### src/rtl/ncdf_pkg.sv
// ============================================================================
// ncdf_pkg: shared constants and types for the normal CDF pipeline
// Fixed-point formats, polynomial coefficients, series divisor tables and
// the stage counts of each pipeline section.
// ============================================================================
package ncdf_pkg;

    localparam int IN_WIDTH_DEF  = 32;
    localparam int OUT_WIDTH_DEF = 32;

    // Internal widths.
    localparam int MAG_W = 32;   // |x| in unsigned Q5.27
    localparam int T_W   = 37;   // x*x/2 in Q.32, below the far-tail limit
    localparam int DEN_W = 35;   // 1 + gamma*|x| in Q.32
    localparam int REM_W = 35;   // divider remainder
    localparam int E_W   = 33;   // exp(-q) in Q.32, up to and including 1.0
    localparam int G_W   = 31;   // density in Q.32
    localparam int H_W   = 34;   // signed Horner accumulator in Q.30
    localparam int N_W   = 6;    // power-of-two exponent of the range reduction

    localparam logic [E_W-1:0] ONE_Q32 = 33'h1_0000_0000;
    localparam logic [31:0]    ONE_Q31 = 32'h8000_0000;

    localparam logic [31:0] GAMMA_Q32 =
        32'(((64'd231641900 << 32) + 64'd500000000) / 64'd1000000000);
    localparam logic [31:0] CO1_Q30 =
        32'(((64'd319381530 << 30) + 64'd500000000) / 64'd1000000000);
    localparam logic [31:0] CO2_Q30 =
        32'(((64'd356563782 << 30) + 64'd500000000) / 64'd1000000000);
    localparam logic [31:0] CO3_Q30 =
        32'(((64'd1781477937 << 30) + 64'd500000000) / 64'd1000000000);
    localparam logic [31:0] CO4_Q30 =
        32'(((64'd1821255978 << 30) + 64'd500000000) / 64'd1000000000);
    localparam logic [31:0] CO5_Q30 =
        32'(((64'd1330274429 << 30) + 64'd500000000) / 64'd1000000000);

    localparam logic [31:0] INV_ROOT_2PI_Q32 = 32'd1713444047;
    localparam logic [31:0] LN2_Q32          = 32'd2977044472;

    // Estimate of t / ln2 from the top bits of t; one correction step follows.
    localparam int          T_HI_LSB   = 26;
    localparam int          NEST_SHIFT = 24;
    localparam logic [18:0] N_RECIP    = 19'((64'd1 << 50) / 64'd2977044472);

    // Series stages run with divisors 13 down to 1. Each division by a
    // constant is an exact multiply by ceil(2^s/j) and a shift by s.
    localparam int SERIES_TERMS = 13;
    localparam logic [32:0] SER_MUL [SERIES_TERMS] = '{
        33'(((64'd1 << 36) + 64'd12) / 64'd13),
        33'(((64'd1 << 36) + 64'd11) / 64'd12),
        33'(((64'd1 << 36) + 64'd10) / 64'd11),
        33'(((64'd1 << 36) + 64'd9) / 64'd10),
        33'(((64'd1 << 36) + 64'd8) / 64'd9),
        33'(((64'd1 << 35) + 64'd7) / 64'd8),
        33'(((64'd1 << 35) + 64'd6) / 64'd7),
        33'(((64'd1 << 35) + 64'd5) / 64'd6),
        33'(((64'd1 << 35) + 64'd4) / 64'd5),
        33'(((64'd1 << 34) + 64'd3) / 64'd4),
        33'(((64'd1 << 34) + 64'd2) / 64'd3),
        33'(((64'd1 << 33) + 64'd1) / 64'd2),
        33'((64'd1 << 32) / 64'd1)
    };
    localparam int SER_SHIFT [SERIES_TERMS] = '{
        36, 36, 36, 36, 36, 35, 35, 35, 35, 34, 34, 33, 32
    };

    // Horner: start at c5, then after each multiply add -c4, c3, -c2, c1.
    localparam int HORN_STEPS = 5;
    localparam logic signed [H_W-1:0] HORN_INIT = $signed({2'b00, CO5_Q30});
    localparam logic signed [H_W-1:0] HORN_ADD [HORN_STEPS-1] = '{
        -$signed({2'b00, CO4_Q30}),
         $signed({2'b00, CO3_Q30}),
        -$signed({2'b00, CO2_Q30}),
         $signed({2'b00, CO1_Q30})
    };

    // Stage counts.
    localparam int FRONT_LAT  = 3;
    localparam int EXP_LAT    = 3 + 2 * SERIES_TERMS + 2;
    localparam int RECIP_LAT  = 32;
    localparam int HORNER_LAT = 2 * HORN_STEPS;
    localparam int GAUSS_DLY  = RECIP_LAT + HORNER_LAT - EXP_LAT;
    localparam int NEG_DLY    = RECIP_LAT + HORNER_LAT;
    localparam int PIPE_DEPTH = FRONT_LAT + RECIP_LAT + HORNER_LAT + 2;

    typedef struct packed {
        logic neg;
        logic far;
    } front_flags_t;

endpackage

### src/rtl/ncdf_front.sv
// ============================================================================
// ncdf_front: argument conditioning
// Takes |x|, forms x*x/2 and the reciprocal denominator 1 + gamma*|x|.
// ============================================================================
module ncdf_front #(
    parameter int IN_WIDTH = ncdf_pkg::IN_WIDTH_DEF
) (
    input  logic                        clk,
    input  logic                        adv,
    input  logic [IN_WIDTH-1:0]         x_in,
    output logic [ncdf_pkg::T_W-1:0]    t,
    output logic [ncdf_pkg::DEN_W-1:0]  den,
    output ncdf_pkg::front_flags_t      flags
);

    logic                          neg_c;
    logic [IN_WIDTH-1:0]           mag_c;
    logic [ncdf_pkg::MAG_W-1:0]    m_c;

    logic [ncdf_pkg::MAG_W-1:0]    m_reg;
    logic                          neg1_reg;
    logic [63:0]                   sq_reg;
    logic [63:0]                   mg_reg;
    logic                          neg2_reg;
    logic [ncdf_pkg::T_W-1:0]      t_reg;
    logic [ncdf_pkg::DEN_W-1:0]    den_reg;
    ncdf_pkg::front_flags_t        flags_reg;

    assign neg_c = x_in[IN_WIDTH-1];
    assign mag_c = neg_c ? (IN_WIDTH'(0) - x_in) : x_in;

    generate
        if (IN_WIDTH >= 32) begin : g_in_down
            assign m_c = ncdf_pkg::MAG_W'(mag_c >> (IN_WIDTH - 32));
        end else begin : g_in_up
            assign m_c = ncdf_pkg::MAG_W'(mag_c) << (32 - IN_WIDTH);
        end
    endgenerate

    always_ff @(posedge clk)
    begin
        if (adv)
        begin
            m_reg     <= m_c;
            neg1_reg  <= neg_c;
            sq_reg    <= 64'(m_reg) * 64'(m_reg);
            mg_reg    <= 64'(m_reg) * 64'(ncdf_pkg::GAMMA_Q32);
            neg2_reg  <= neg1_reg;
            // x*x/2 reaches 32.0 exactly when the square reaches 2^60.
            t_reg     <= sq_reg[59:23];
            flags_reg <= '{neg: neg2_reg, far: |sq_reg[63:60]};
            den_reg   <= ncdf_pkg::DEN_W'(ncdf_pkg::ONE_Q32) + mg_reg[61:27];
        end
    end

    assign t     = t_reg;
    assign den   = den_reg;
    assign flags = flags_reg;

endmodule

### config.mk
export PLATFORM = sky130hd
export DESIGN_NAME = ncdf_front
export DESIGN_NICKNAME = d
export VERILOG_FILES = /design/src/rtl/ncdf_pkg.sv /design/src/rtl/ncdf_front.sv
export SDC_FILE = /design/constraint.sdc
export NUM_CORES = 2
export LEC_CHECK = 0
export BUFFER_PORTS_ARGS = -buffer_cell sky130_fd_sc_hd__buf_2
export CORE_AREA = 2 2 424 342
export CTS_BUF_LIST = sky130_fd_sc_hd__clkbuf_2
export CTS_CLUSTER_SIZE = 12
export DETAILED_ROUTE_END_ITERATION = 10
export DIE_AREA = 0 0 426 344
export GPL_TIMING_DRIVEN = 1
export SYNTH_ARGS = -nofsm -noshare
export SYNTH_HDL_FRONTEND = slang
export SYNTH_SLANG_ARGS = --single-unit
export TNS_END_PERCENT = 100
### constraint.sdc
create_clock -name clk -period 13.1 [get_ports clk]
set_input_delay 3.275 -clock clk [delete_from_list [all_inputs] [get_ports clk]]
set_output_delay 3.275 -clock clk [all_outputs]
set_load 0.02 [all_outputs]
==> reports/metrics.cfg <==
[setup_path]
crit_top_cell=fa_1
crit_type=register to register
cp_max_fo=20
crit_arrival_ns=11.01
critPathMaxStageDelay_ns=0.67
cp_slowest_cell=a21oi_1
startpoint_type=register
cp-end-kind=register
worstPathRequired_ns=14.22

[sta]
post-route-min-period_ns=9.88
relSlewSlack=0.221
tightest_slew_ns=1.17
setup_tns_ns=0
rsz0062_at_grt=false
drv_slew=0
fmax_mhz=101
setup_viol=0
hold_violations=0
hold_slack_ns=0.366
fin_worst_skew_ns=0.129
period_share=0.754

[final_layout]
fillCellCount=14300
final_nets=6754
seqCellArea_sq_mm=0.00553
multi_input_area_sq_mm=0.0378
largest_register_ffs=41
fin_cells=6824
drive_above_1_share=0.0487
syn2layout_area_growth_pct=6.50
finish.instance_area_sq_mm=0.0528

[synth]
synth_flop_cell=edfxtp_1
ys_seq_elements=184
syn_area_per_cell_sq_um=10.2
synth_edf_count=184
yosysWarnings=0
synth_seq_area_share=0.111
async_flop_share=0
yosysTopAreaCell=fa_1
synth_area_sq_mm=0.0496
synth_nets=6682
syn_inst=4839
synth.area.top_cells=fa_1, ha_1, inv_1, edfxtp_1, nand2_1
synth_cell_types=66
synth_top_area_share=0.465

[clock_network]
insertion_delay_ns=1.42
cts.sink_count=184
htreeDepth=4
cts-resized-gates=0
cts_root_buf=clkbuf_2
clk_path_buf_depth=2
numCtsBuffers=17
postCtsHoldBufs=0
cts_setup_buffers=0
clkTransAtPathRegs_ns=0.45
cts_tree=built

[hold_path]
hp-class=register to register

[drt]
vias=32500
remaining_drc_errors=0
drt_pass1_iterations=7
drt_iter0_drc=2226
ant_nets=0
vias_per_cell=4.76
wirelength_mm=133
post_drt_wl_per_cell_um=19.6

[floorplan]
die_h_um=344
fp.dieW_um=426
rows=124
coreArea_sq_mm=0.142
pin_count=108
start_util=0.349
dieArea_sq_mm=0.147

[placement]
gp_congestion=0.949
placed_area_sq_mm=0.0525
portBuffers=107
dp_hpwl_mm=112
place_inst=6782

[grt]
grt_pass1_vias=36100
grt_overflow=0
track_usage=0.193
antenna_found_initial=5
grt_pass1_wl_mm=211
grt_start_max_net_pins=72

[run_status]
status=complete, no violations

[job]
drv_cap=0

==> cell type report <==
type                       instances  area share
clock inverter                    14     0.00327
tap                             1890      0.0448
timing repair buffer             167      0.0189
multi-input combinational       2982       0.715
sequential                       184       0.105
inverter                        1559       0.111
antenna                           10    0.000474
clock buffer                      18     0.00171
==> cell families after synthesis <==
family,after synthesis,synth area share
fa+ha+maj,1809,0.631
buf+inv,1673,0.127
simple gates,698,0.0606
compound gates,311,0.0415
flops,184,0.111
xor+xnor,161,0.0284
mux,3,0.000631
==> placed cells by master (no fill, tap or decap), drive strengths merged, types with 5 or more instances in the layout <==
| cell type | Yosys | routed |
|---|---|---|
| or3 | 5 | 5 |
| nor3 | 12 | 12 |
| a211oi | 9 | 9 |
| or4 | 11 | 11 |
| a21oi | 94 | 94 |
| nand2 | 301 | 301 |
| or2 | 11 | 11 |
| and3 | 6 | 6 |
| a31oi | 13 | 13 |
| and4 | 6 | 6 |
| xor2 | 65 | 65 |
| nor4 | 5 | 5 |
| o41ai | 5 | 5 |
| o31ai | 14 | 14 |
| nand4 | 29 | 29 |
| a31o | 12 | 12 |
| ha | 658 | 658 |
| o21ai | 57 | 57 |
| diode | 0 | 10 |
| o21a | 6 | 6 |
| xnor2 | 96 | 96 |
| nand3 | 11 | 11 |
| o21bai | 23 | 23 |
| fa | 1151 | 1151 |
| a21o | 41 | 41 |
| clkinv | 7 | 13 |
| edfxtp | 184 | 184 |
| nor2 | 258 | 258 |
| nor2b | 8 | 8 |
| inv | 1552 | 1560 |
| o211ai | 5 | 5 |
| nand2b | 6 | 6 |
| and2 | 23 | 23 |
| buf | 19 | 167 |
| clkbuf | 95 | 18 |
==> per-stage QoR <==
step,util,setup WS [ns]
6_report,0.372,3.22
5_1_grt,0.372,2.92
4_1_cts,0.371,3.39
3_5_place_dp,0.370,3.53
3_3_place_gp,0.370,3.72
2_1_floorplan,-,4.63
==> per-layer routing <==
metal,wire [um],GRT usage,vias up,part of all wire
met4,3280,0.0474,0,0.025
met2,58900,0.294,1140,0.44
met1,57700,0.264,16700,0.43
met3,13500,0.0672,148,0.10
met5,0,0,-,0
li1,-,-,14500,-
==> critical path, delay by kind of cell (launching register included) <==
kind | cells | cell delay, ns
XOR/XNOR | 1 | 0.11
flip-flops | 1 | 0.42
buffers and inverters | 5 | 1.28
AND/OR/NAND/NOR | 3 | 1.42
adder cells (fa/ha/maj) | 9 | 4.27
AO/OA/AOI/OAI | 7 | 2.10
==> synth_stat cells, drive strengths merged, types with 5 or more instances <==
master and number:
and4 6, a31oi 13, o21bai 23, nor2b 8
and3 6, a21o 41, a211oi 9, nand3 11
o41ai 5, o31ai 14, o21ai 57, or3 5
a21oi 94, clkbuf 95, or4 11, a31o 12
nand2 301, clkinv 7, o21a 6, and2 23
ha 658, nand4 29, nand2b 6, nor2 258
nor3 12, or2 11, buf 19, edfxtp 184
nor4 5, fa 1151, inv 1552, xnor2 96
xor2 65, o211ai 5
==> path summary, 6_finish.rpt <==
kind / cells past startpoint / start / endpoint / slack, ns
worst max-delay path: 25 / m_reg[22] / sq_reg[56] / 3.22
worst max register to register: 25 / m_reg[22] / sq_reg[56] / 3.22
worst min-delay path: 0 / sq_reg[50] / t[27] / 0.37
worst min register to register: 0 / sq_reg[50] / t[27] / 0.37
Power is not shown: default switching activity piles up to over one toggle a cycle in this logic, so the estimate is an artifact.
