**src/rtl/ncdf_pkg.sv**
```systemverilog
// ============================================================================
// ncdf_pkg: shared constants and types for the normal CDF pipeline
// Fixed-point formats, polynomial coefficients, series divisor tables and
// the stage counts of each pipeline section.
// ============================================================================
package ncdf_pkg;

    localparam int IN_WIDTH_DEF  = 32;
    localparam int OUT_WIDTH_DEF = 32;

    // Internal widths.
    localparam int MAG_W = 32;   // |x| in unsigned Q5.27
    localparam int T_W   = 37;   // x*x/2 in Q.32, below the far-tail limit
    localparam int DEN_W = 35;   // 1 + gamma*|x| in Q.32
    localparam int REM_W = 35;   // divider remainder
    localparam int E_W   = 33;   // exp(-q) in Q.32, up to and including 1.0
    localparam int G_W   = 31;   // density in Q.32
    localparam int H_W   = 34;   // signed Horner accumulator in Q.30
    localparam int N_W   = 6;    // power-of-two exponent of the range reduction

    localparam logic [E_W-1:0] ONE_Q32 = 33'h1_0000_0000;
    localparam logic [31:0]    ONE_Q31 = 32'h8000_0000;

    localparam logic [31:0] GAMMA_Q32 =
        32'(((64'd231641900 << 32) + 64'd500000000) / 64'd1000000000);
    localparam logic [31:0] CO1_Q30 =
        32'(((64'd319381530 << 30) + 64'd500000000) / 64'd1000000000);
    localparam logic [31:0] CO2_Q30 =
        32'(((64'd356563782 << 30) + 64'd500000000) / 64'd1000000000);
    localparam logic [31:0] CO3_Q30 =
        32'(((64'd1781477937 << 30) + 64'd500000000) / 64'd1000000000);
    localparam logic [31:0] CO4_Q30 =
        32'(((64'd1821255978 << 30) + 64'd500000000) / 64'd1000000000);
    localparam logic [31:0] CO5_Q30 =
        32'(((64'd1330274429 << 30) + 64'd500000000) / 64'd1000000000);

    localparam logic [31:0] INV_ROOT_2PI_Q32 = 32'd1713444047;
    localparam logic [31:0] LN2_Q32          = 32'd2977044472;

    // Estimate of t / ln2 from the top bits of t; one correction step follows.
    localparam int          T_HI_LSB   = 26;
    localparam int          NEST_SHIFT = 24;
    localparam logic [18:0] N_RECIP    = 19'((64'd1 << 50) / 64'd2977044472);

    // Series stages run with divisors 13 down to 1. Each division by a
    // constant is an exact multiply by ceil(2^s/j) and a shift by s.
    localparam int SERIES_TERMS = 13;
    localparam logic [32:0] SER_MUL [SERIES_TERMS] = '{
        33'(((64'd1 << 36) + 64'd12) / 64'd13),
        33'(((64'd1 << 36) + 64'd11) / 64'd12),
        33'(((64'd1 << 36) + 64'd10) / 64'd11),
        33'(((64'd1 << 36) + 64'd9) / 64'd10),
        33'(((64'd1 << 36) + 64'd8) / 64'd9),
        33'(((64'd1 << 35) + 64'd7) / 64'd8),
        33'(((64'd1 << 35) + 64'd6) / 64'd7),
        33'(((64'd1 << 35) + 64'd5) / 64'd6),
        33'(((64'd1 << 35) + 64'd4) / 64'd5),
        33'(((64'd1 << 34) + 64'd3) / 64'd4),
        33'(((64'd1 << 34) + 64'd2) / 64'd3),
        33'(((64'd1 << 33) + 64'd1) / 64'd2),
        33'((64'd1 << 32) / 64'd1)
    };
    localparam int SER_SHIFT [SERIES_TERMS] = '{
        36, 36, 36, 36, 36, 35, 35, 35, 35, 34, 34, 33, 32
    };

    // Horner: start at c5, then after each multiply add -c4, c3, -c2, c1.
    localparam int HORN_STEPS = 5;
    localparam logic signed [H_W-1:0] HORN_INIT = $signed({2'b00, CO5_Q30});
    localparam logic signed [H_W-1:0] HORN_ADD [HORN_STEPS-1] = '{
        -$signed({2'b00, CO4_Q30}),
         $signed({2'b00, CO3_Q30}),
        -$signed({2'b00, CO2_Q30}),
         $signed({2'b00, CO1_Q30})
    };

    // Stage counts.
    localparam int FRONT_LAT  = 3;
    localparam int EXP_LAT    = 3 + 2 * SERIES_TERMS + 2;
    localparam int RECIP_LAT  = 32;
    localparam int HORNER_LAT = 2 * HORN_STEPS;
    localparam int GAUSS_DLY  = RECIP_LAT + HORNER_LAT - EXP_LAT;
    localparam int NEG_DLY    = RECIP_LAT + HORNER_LAT;
    localparam int PIPE_DEPTH = FRONT_LAT + RECIP_LAT + HORNER_LAT + 2;

    typedef struct packed {
        logic neg;
        logic far;
    } front_flags_t;

endpackage

```
**src/rtl/ncdf_recip.sv**
```systemverilog
// ============================================================================
// ncdf_recip: pipelined reciprocal
// Restoring division of 2^64-1 by the denominator, one quotient bit a stage.
// ============================================================================
module ncdf_recip (
    input  logic                        clk,
    input  logic                        adv,
    input  logic [ncdf_pkg::DEN_W-1:0]  den,
    output logic [31:0]                 recip
);

    localparam int NS = ncdf_pkg::RECIP_LAT;

    logic [ncdf_pkg::REM_W-1:0]  rem_s [NS+1];
    logic [ncdf_pkg::DEN_W-1:0]  den_s [NS+1];
    logic [31:0]                 quo_s [NS+1];

    // The upper half of the dividend is below any denominator, so the
    // quotient fits in 32 bits.
    assign rem_s[0] = ncdf_pkg::REM_W'(32'hFFFF_FFFF);
    assign den_s[0] = den;
    assign quo_s[0] = '0;

    genvar k;
    generate
        for (k = 0; k < NS; k++) begin : g_bit
            logic [ncdf_pkg::REM_W:0]    trial_c;
            logic [ncdf_pkg::REM_W:0]    diff_c;
            logic                        ge_c;
            logic [ncdf_pkg::REM_W-1:0]  rem_reg;
            logic [ncdf_pkg::DEN_W-1:0]  den_reg;
            logic [31:0]                 quo_reg;

            // Every dividend bit below the top half is one.
            assign trial_c = {rem_s[k], 1'b1};
            assign diff_c  = trial_c - {1'b0, den_s[k]};
            assign ge_c    = trial_c >= {1'b0, den_s[k]};

            always_ff @(posedge clk)
            begin
                if (adv)
                begin
                    rem_reg <= ge_c ? diff_c[ncdf_pkg::REM_W-1:0]
                                    : trial_c[ncdf_pkg::REM_W-1:0];
                    den_reg <= den_s[k];
                    quo_reg <= {quo_s[k][30:0], ge_c};
                end
            end

            assign rem_s[k+1] = rem_reg;
            assign den_s[k+1] = den_reg;
            assign quo_s[k+1] = quo_reg;
        end
    endgenerate

    assign recip = quo_s[NS];

endmodule

```
**config.mk**
```make
export PLATFORM = sky130hd
export DESIGN_NAME = ncdf_recip
export DESIGN_NICKNAME = d
export VERILOG_FILES = /design/src/rtl/ncdf_pkg.sv /design/src/rtl/ncdf_recip.sv
export SDC_FILE = /design/constraint.sdc
export NUM_CORES = 2
export LEC_CHECK = 0
export BUFFER_PORTS_ARGS = -buffer_cell sky130_fd_sc_hd__buf_2
export CAP_MARGIN = 20
export CORE_MARGIN = 4
export CORE_UTILIZATION = 45
export CTS_CLUSTER_DIAMETER = 200
export DETAILED_ROUTE_END_ITERATION = 8
export MAX_ROUTING_LAYER = met4
export PLACE_DENSITY = 0.59
export REMOVE_ABC_BUFFERS = 1
export SLEW_MARGIN = 20
export SYNTH_ARGS = -nofsm -noshare
export SYNTH_HDL_FRONTEND = slang
export SYNTH_SLANG_ARGS = --single-unit
```
**constraint.sdc**
```tcl
create_clock -name clk -period 3.6 [get_ports clk]
set_input_delay 0.72 -clock clk [delete_from_list [all_inputs] [get_ports clk]]
set_output_delay 0.72 -clock clk [all_outputs]
set_load 0.1 [all_outputs]
```
==> impl_results.md <==
- Status: finished with violations
- Violations in the final reports: setup timing
- FMAX: 268 MHz
- Skew-Pair Late Insertion Delay: 900 ps
- Mapped cell area: 147000 um^2
- Startpoint class of the critical path: flip-flop
- Core box area: 325000 um^2
- Vias: 102000
- Post-Synthesis Cells: 12800
- Clock Root Buffer: clkbuf_16
- H-tree depth: 5
- Die extent in y: 580 um
- Die span in x: 580 um
- Worst Tran Pin Value: 801 ps
- Fillers: 27900
- Leak: 0.0731 uW
- Nets: 15200
- Io pins: 69
- Via/cell ratio: 5.45
- Hold violation count in the final report: 0
- Slowest CP cell: edfxtp_1
- HPWL Detailed: 293000 um
- Total placed cells including tap cells: 17900
- Port Buf Inserts: 68
- Overflow after GRT: 0
- Setup-failing EPs final: 39
- DR DRC count: 0
- Arrival time worst endpoint: 4370 ps
- Pwr dens: 956 nW/um^2
- RSZ-0062 raised after global routing: yes
- Min Hold Slack: 395 ps
- Area grow syn2layout: 19.6%
- #FFs+latches synth: 2698
- Worst vdd ir: 0.000593 V
- Setup crit end kind: flip-flop
- Placer congestion estimate: 0.913
- CTS tree: done
- Fraction of layout cells with a size suffix above 1: 18.5%
- Clock transition at path regs: 60 ps
- Post-route cell area: 176000 um^2
- Seq/Total Area, Yosys: 55.1%
- DRT Pass-1 Iters: 5
- Max_cap viols: 0
- Final TNS setup: -1770 ps
- Max clock buf depth: 4
- Minimum clock period: 3730 ps
- First-pass GRT wire length: 583000 um
- Num Clock Sinks: 2698
- Max Fanout on Critical Path: 5
- Pin count of the biggest net entering global routing: 113
- Fin crit share: 104%
- Initial antenna violation count: 5
- Synth cell types: 100
- Detailed Route WL: 390000 um
- CP required: 4240 ps
- Post-DP Area: 160000 um^2
- Mapped Avg Cell Area: 11.5 um^2
- CP most frequent cell: o31a_1
- Prevailing post-synth register cell: edfxtp_1
- Full die area: 336000 um^2
- Vias in the first global route: 99700
- Slew margin rel.: 46.6%
- Final std cells w/o fill: 18700
- Skew final: 46.3 ps
- Initial Utilization: 45.3%
- Pins Over Slew Limit: 0
- FP Rows: 209
- Ys async rst share: 0%
- Total GRT Usage: 22.8%
- Reg area: 81000 um^2
- Hold Path Class: reg2reg
- Kind of critical path: reg2reg
- Area of the multi-input gates: 62500 um^2
- Post-synth EDFFs: 2698
- CTS Buf Count: 305
- DR iter-0 viols: 7475
- Crit-path cells: inv_2, ha_4, nor2b_4, o31a_1, o31a_1, o21ai_2, o21ai_4, a221oi_4, o41ai_4, o211a_1, o32ai_4, buf_12, mux2_4
- Final WS setup: -132 ps
- ANT nets after route: 0
- DR WL/cell: 20.8 um
- Worst path max stage delay: 460 ps
- Yosys warnings: 0
## per-stage QoR
step / utilization, % / power, uW / setup slack (ps)
2_1_floorplan: - / 102000 / -3790
3_3_place_gp: 49.4 / 129000 / -300
3_5_place_dp: 49.4 / 129000 / -252
4_1_cts: 52.8 / 163000 / -86.5
5_1_grt: 54.1 / 179000 / -210
6_report: 54.1 / 168000 / -132
## power by group
| group | leakage [uW] | internal [uW] | switching [uW] |
|---|---|---|---|
| logic | 0.0419 | 39700 | 44100 |
| clock network | 0.00487 | 18500 | 12900 |
| registers | 0.0264 | 46800 | 6210 |
| total | 0.0731 | 105000 | 63200 |
## worst max-delay path, delay by kind of cell, from the launching register on
kind                     cells  cell delay (ps)
buffers and inverters        2              340
AND/OR/NAND/NOR              1              130
adder cells (fa/ha/maj)      1              200
multiplexers                 1              320
flip-flops                   1              460
AO/OA/AOI/OAI                8             2030
## what timing repair did
action | CTS | global route
hold buffers | 35 | 0
gates resized for setup | 120 | 625
cloned | 5 | 36
buffers inserted | 25 | 149
endpoints found under the setup margin | 394 | 896
hold endpoints to repair | 53 | 0
pin swaps | 72 | 286
## final cells by class
type                            instances  area share, %
Multi-Input combinational cell       8453           35.5
Inverter                             1333           2.85
Sequential cell                      2698           46.1
Clock buffer                          359           4.53
Timing Repair Buffer                 1331           6.74
Clock inverter                        191           1.20
Tap cell                             4325           3.08
Antenna cell                            5        0.00711
## logic make-up after synthesis
family | synth area share (%)
fa+ha+maj | 9.39
buf+inv | 4.29
simple gates | 8.34
compound gates | 14.8
mux | 2.74
flops | 55.1
xor+xnor | 5.31
## per-layer routing
layer | track usage [%] | vias to the layer above | share of wire [%]
li1 | - | 49500 | -
met1 | 28.2 | 49500 | 42
met2 | 39.8 | 2135 | 51
met3 | 2.05 | 672 | 3.6
met4 | 6.86 | 0 | 3.2
met5 | - | - | 0
## cells in the final DEF, fill, tap and decap left out, types with 52 or more instances in the layout
master / n
edfxtp_1: 2698
inv_1: 1307
buf_4: 1069
a21oi_1: 1021
ha_1: 1010
nand2_1: 968
o21ai_0: 696
nor2_1: 662
a21o_1: 626
xnor2_1: 552
clkbuf_16: 343
xor2_1: 337
mux2_2: 285
nand3_1: 171
nand4_1: 169
o21bai_1: 134
nor2b_1: 109
o21a_1: 107
and3_1: 98
nand2b_1: 95
nor3_1: 95
o21ai_1: 93
a21oi_2: 92
buf_12: 91
a31oi_1: 75
buf_2: 68
o21ai_2: 63
mux2_4: 52
## synth_stat cells (51+ instances only)
library cell  instances  area, um^2
mux2_2              324        3650
o21ai_0             836        4180
nor3_1              105         526
o21bai_1            137        1030
nand2b_1             97         607
nand2_1             981        3680
xnor2_1             553        4840
nand4_1             169        1060
edfxtp_1           2698       81000
and3_1               98         613
nand3_1             175         876
inv_1              1333        5000
ha_1               1055       13200
buf_2                51         255
clkbuf_1            212         796
o31ai_1              59         443
xor2_1              338        2960
a211oi_1             68         510
a21oi_1            1114        5580
a31oi_1             100         626
nor2_1              670        2510
a21o_1              630        4730
nor2b_1             117         732
o21a_1              108         811
## worst paths after layout
| kind | startpoint | end | slack (ps) | depth (start not counted) |
|---|---|---|---|---|
| min reg2reg | g_bit[14].quo_reg[10] | g_bit[15].quo_reg[11] | 400 | 0 |
| max reg2reg | g_bit[28].den_reg[2] | g_bit[29].rem_reg[4] | -130 | 13 |
| min | g_bit[14].quo_reg[10] | g_bit[15].quo_reg[11] | 400 | 0 |
| max | g_bit[28].den_reg[2] | g_bit[29].rem_reg[4] | -130 | 13 |
(Power assumes the default switching activity.)
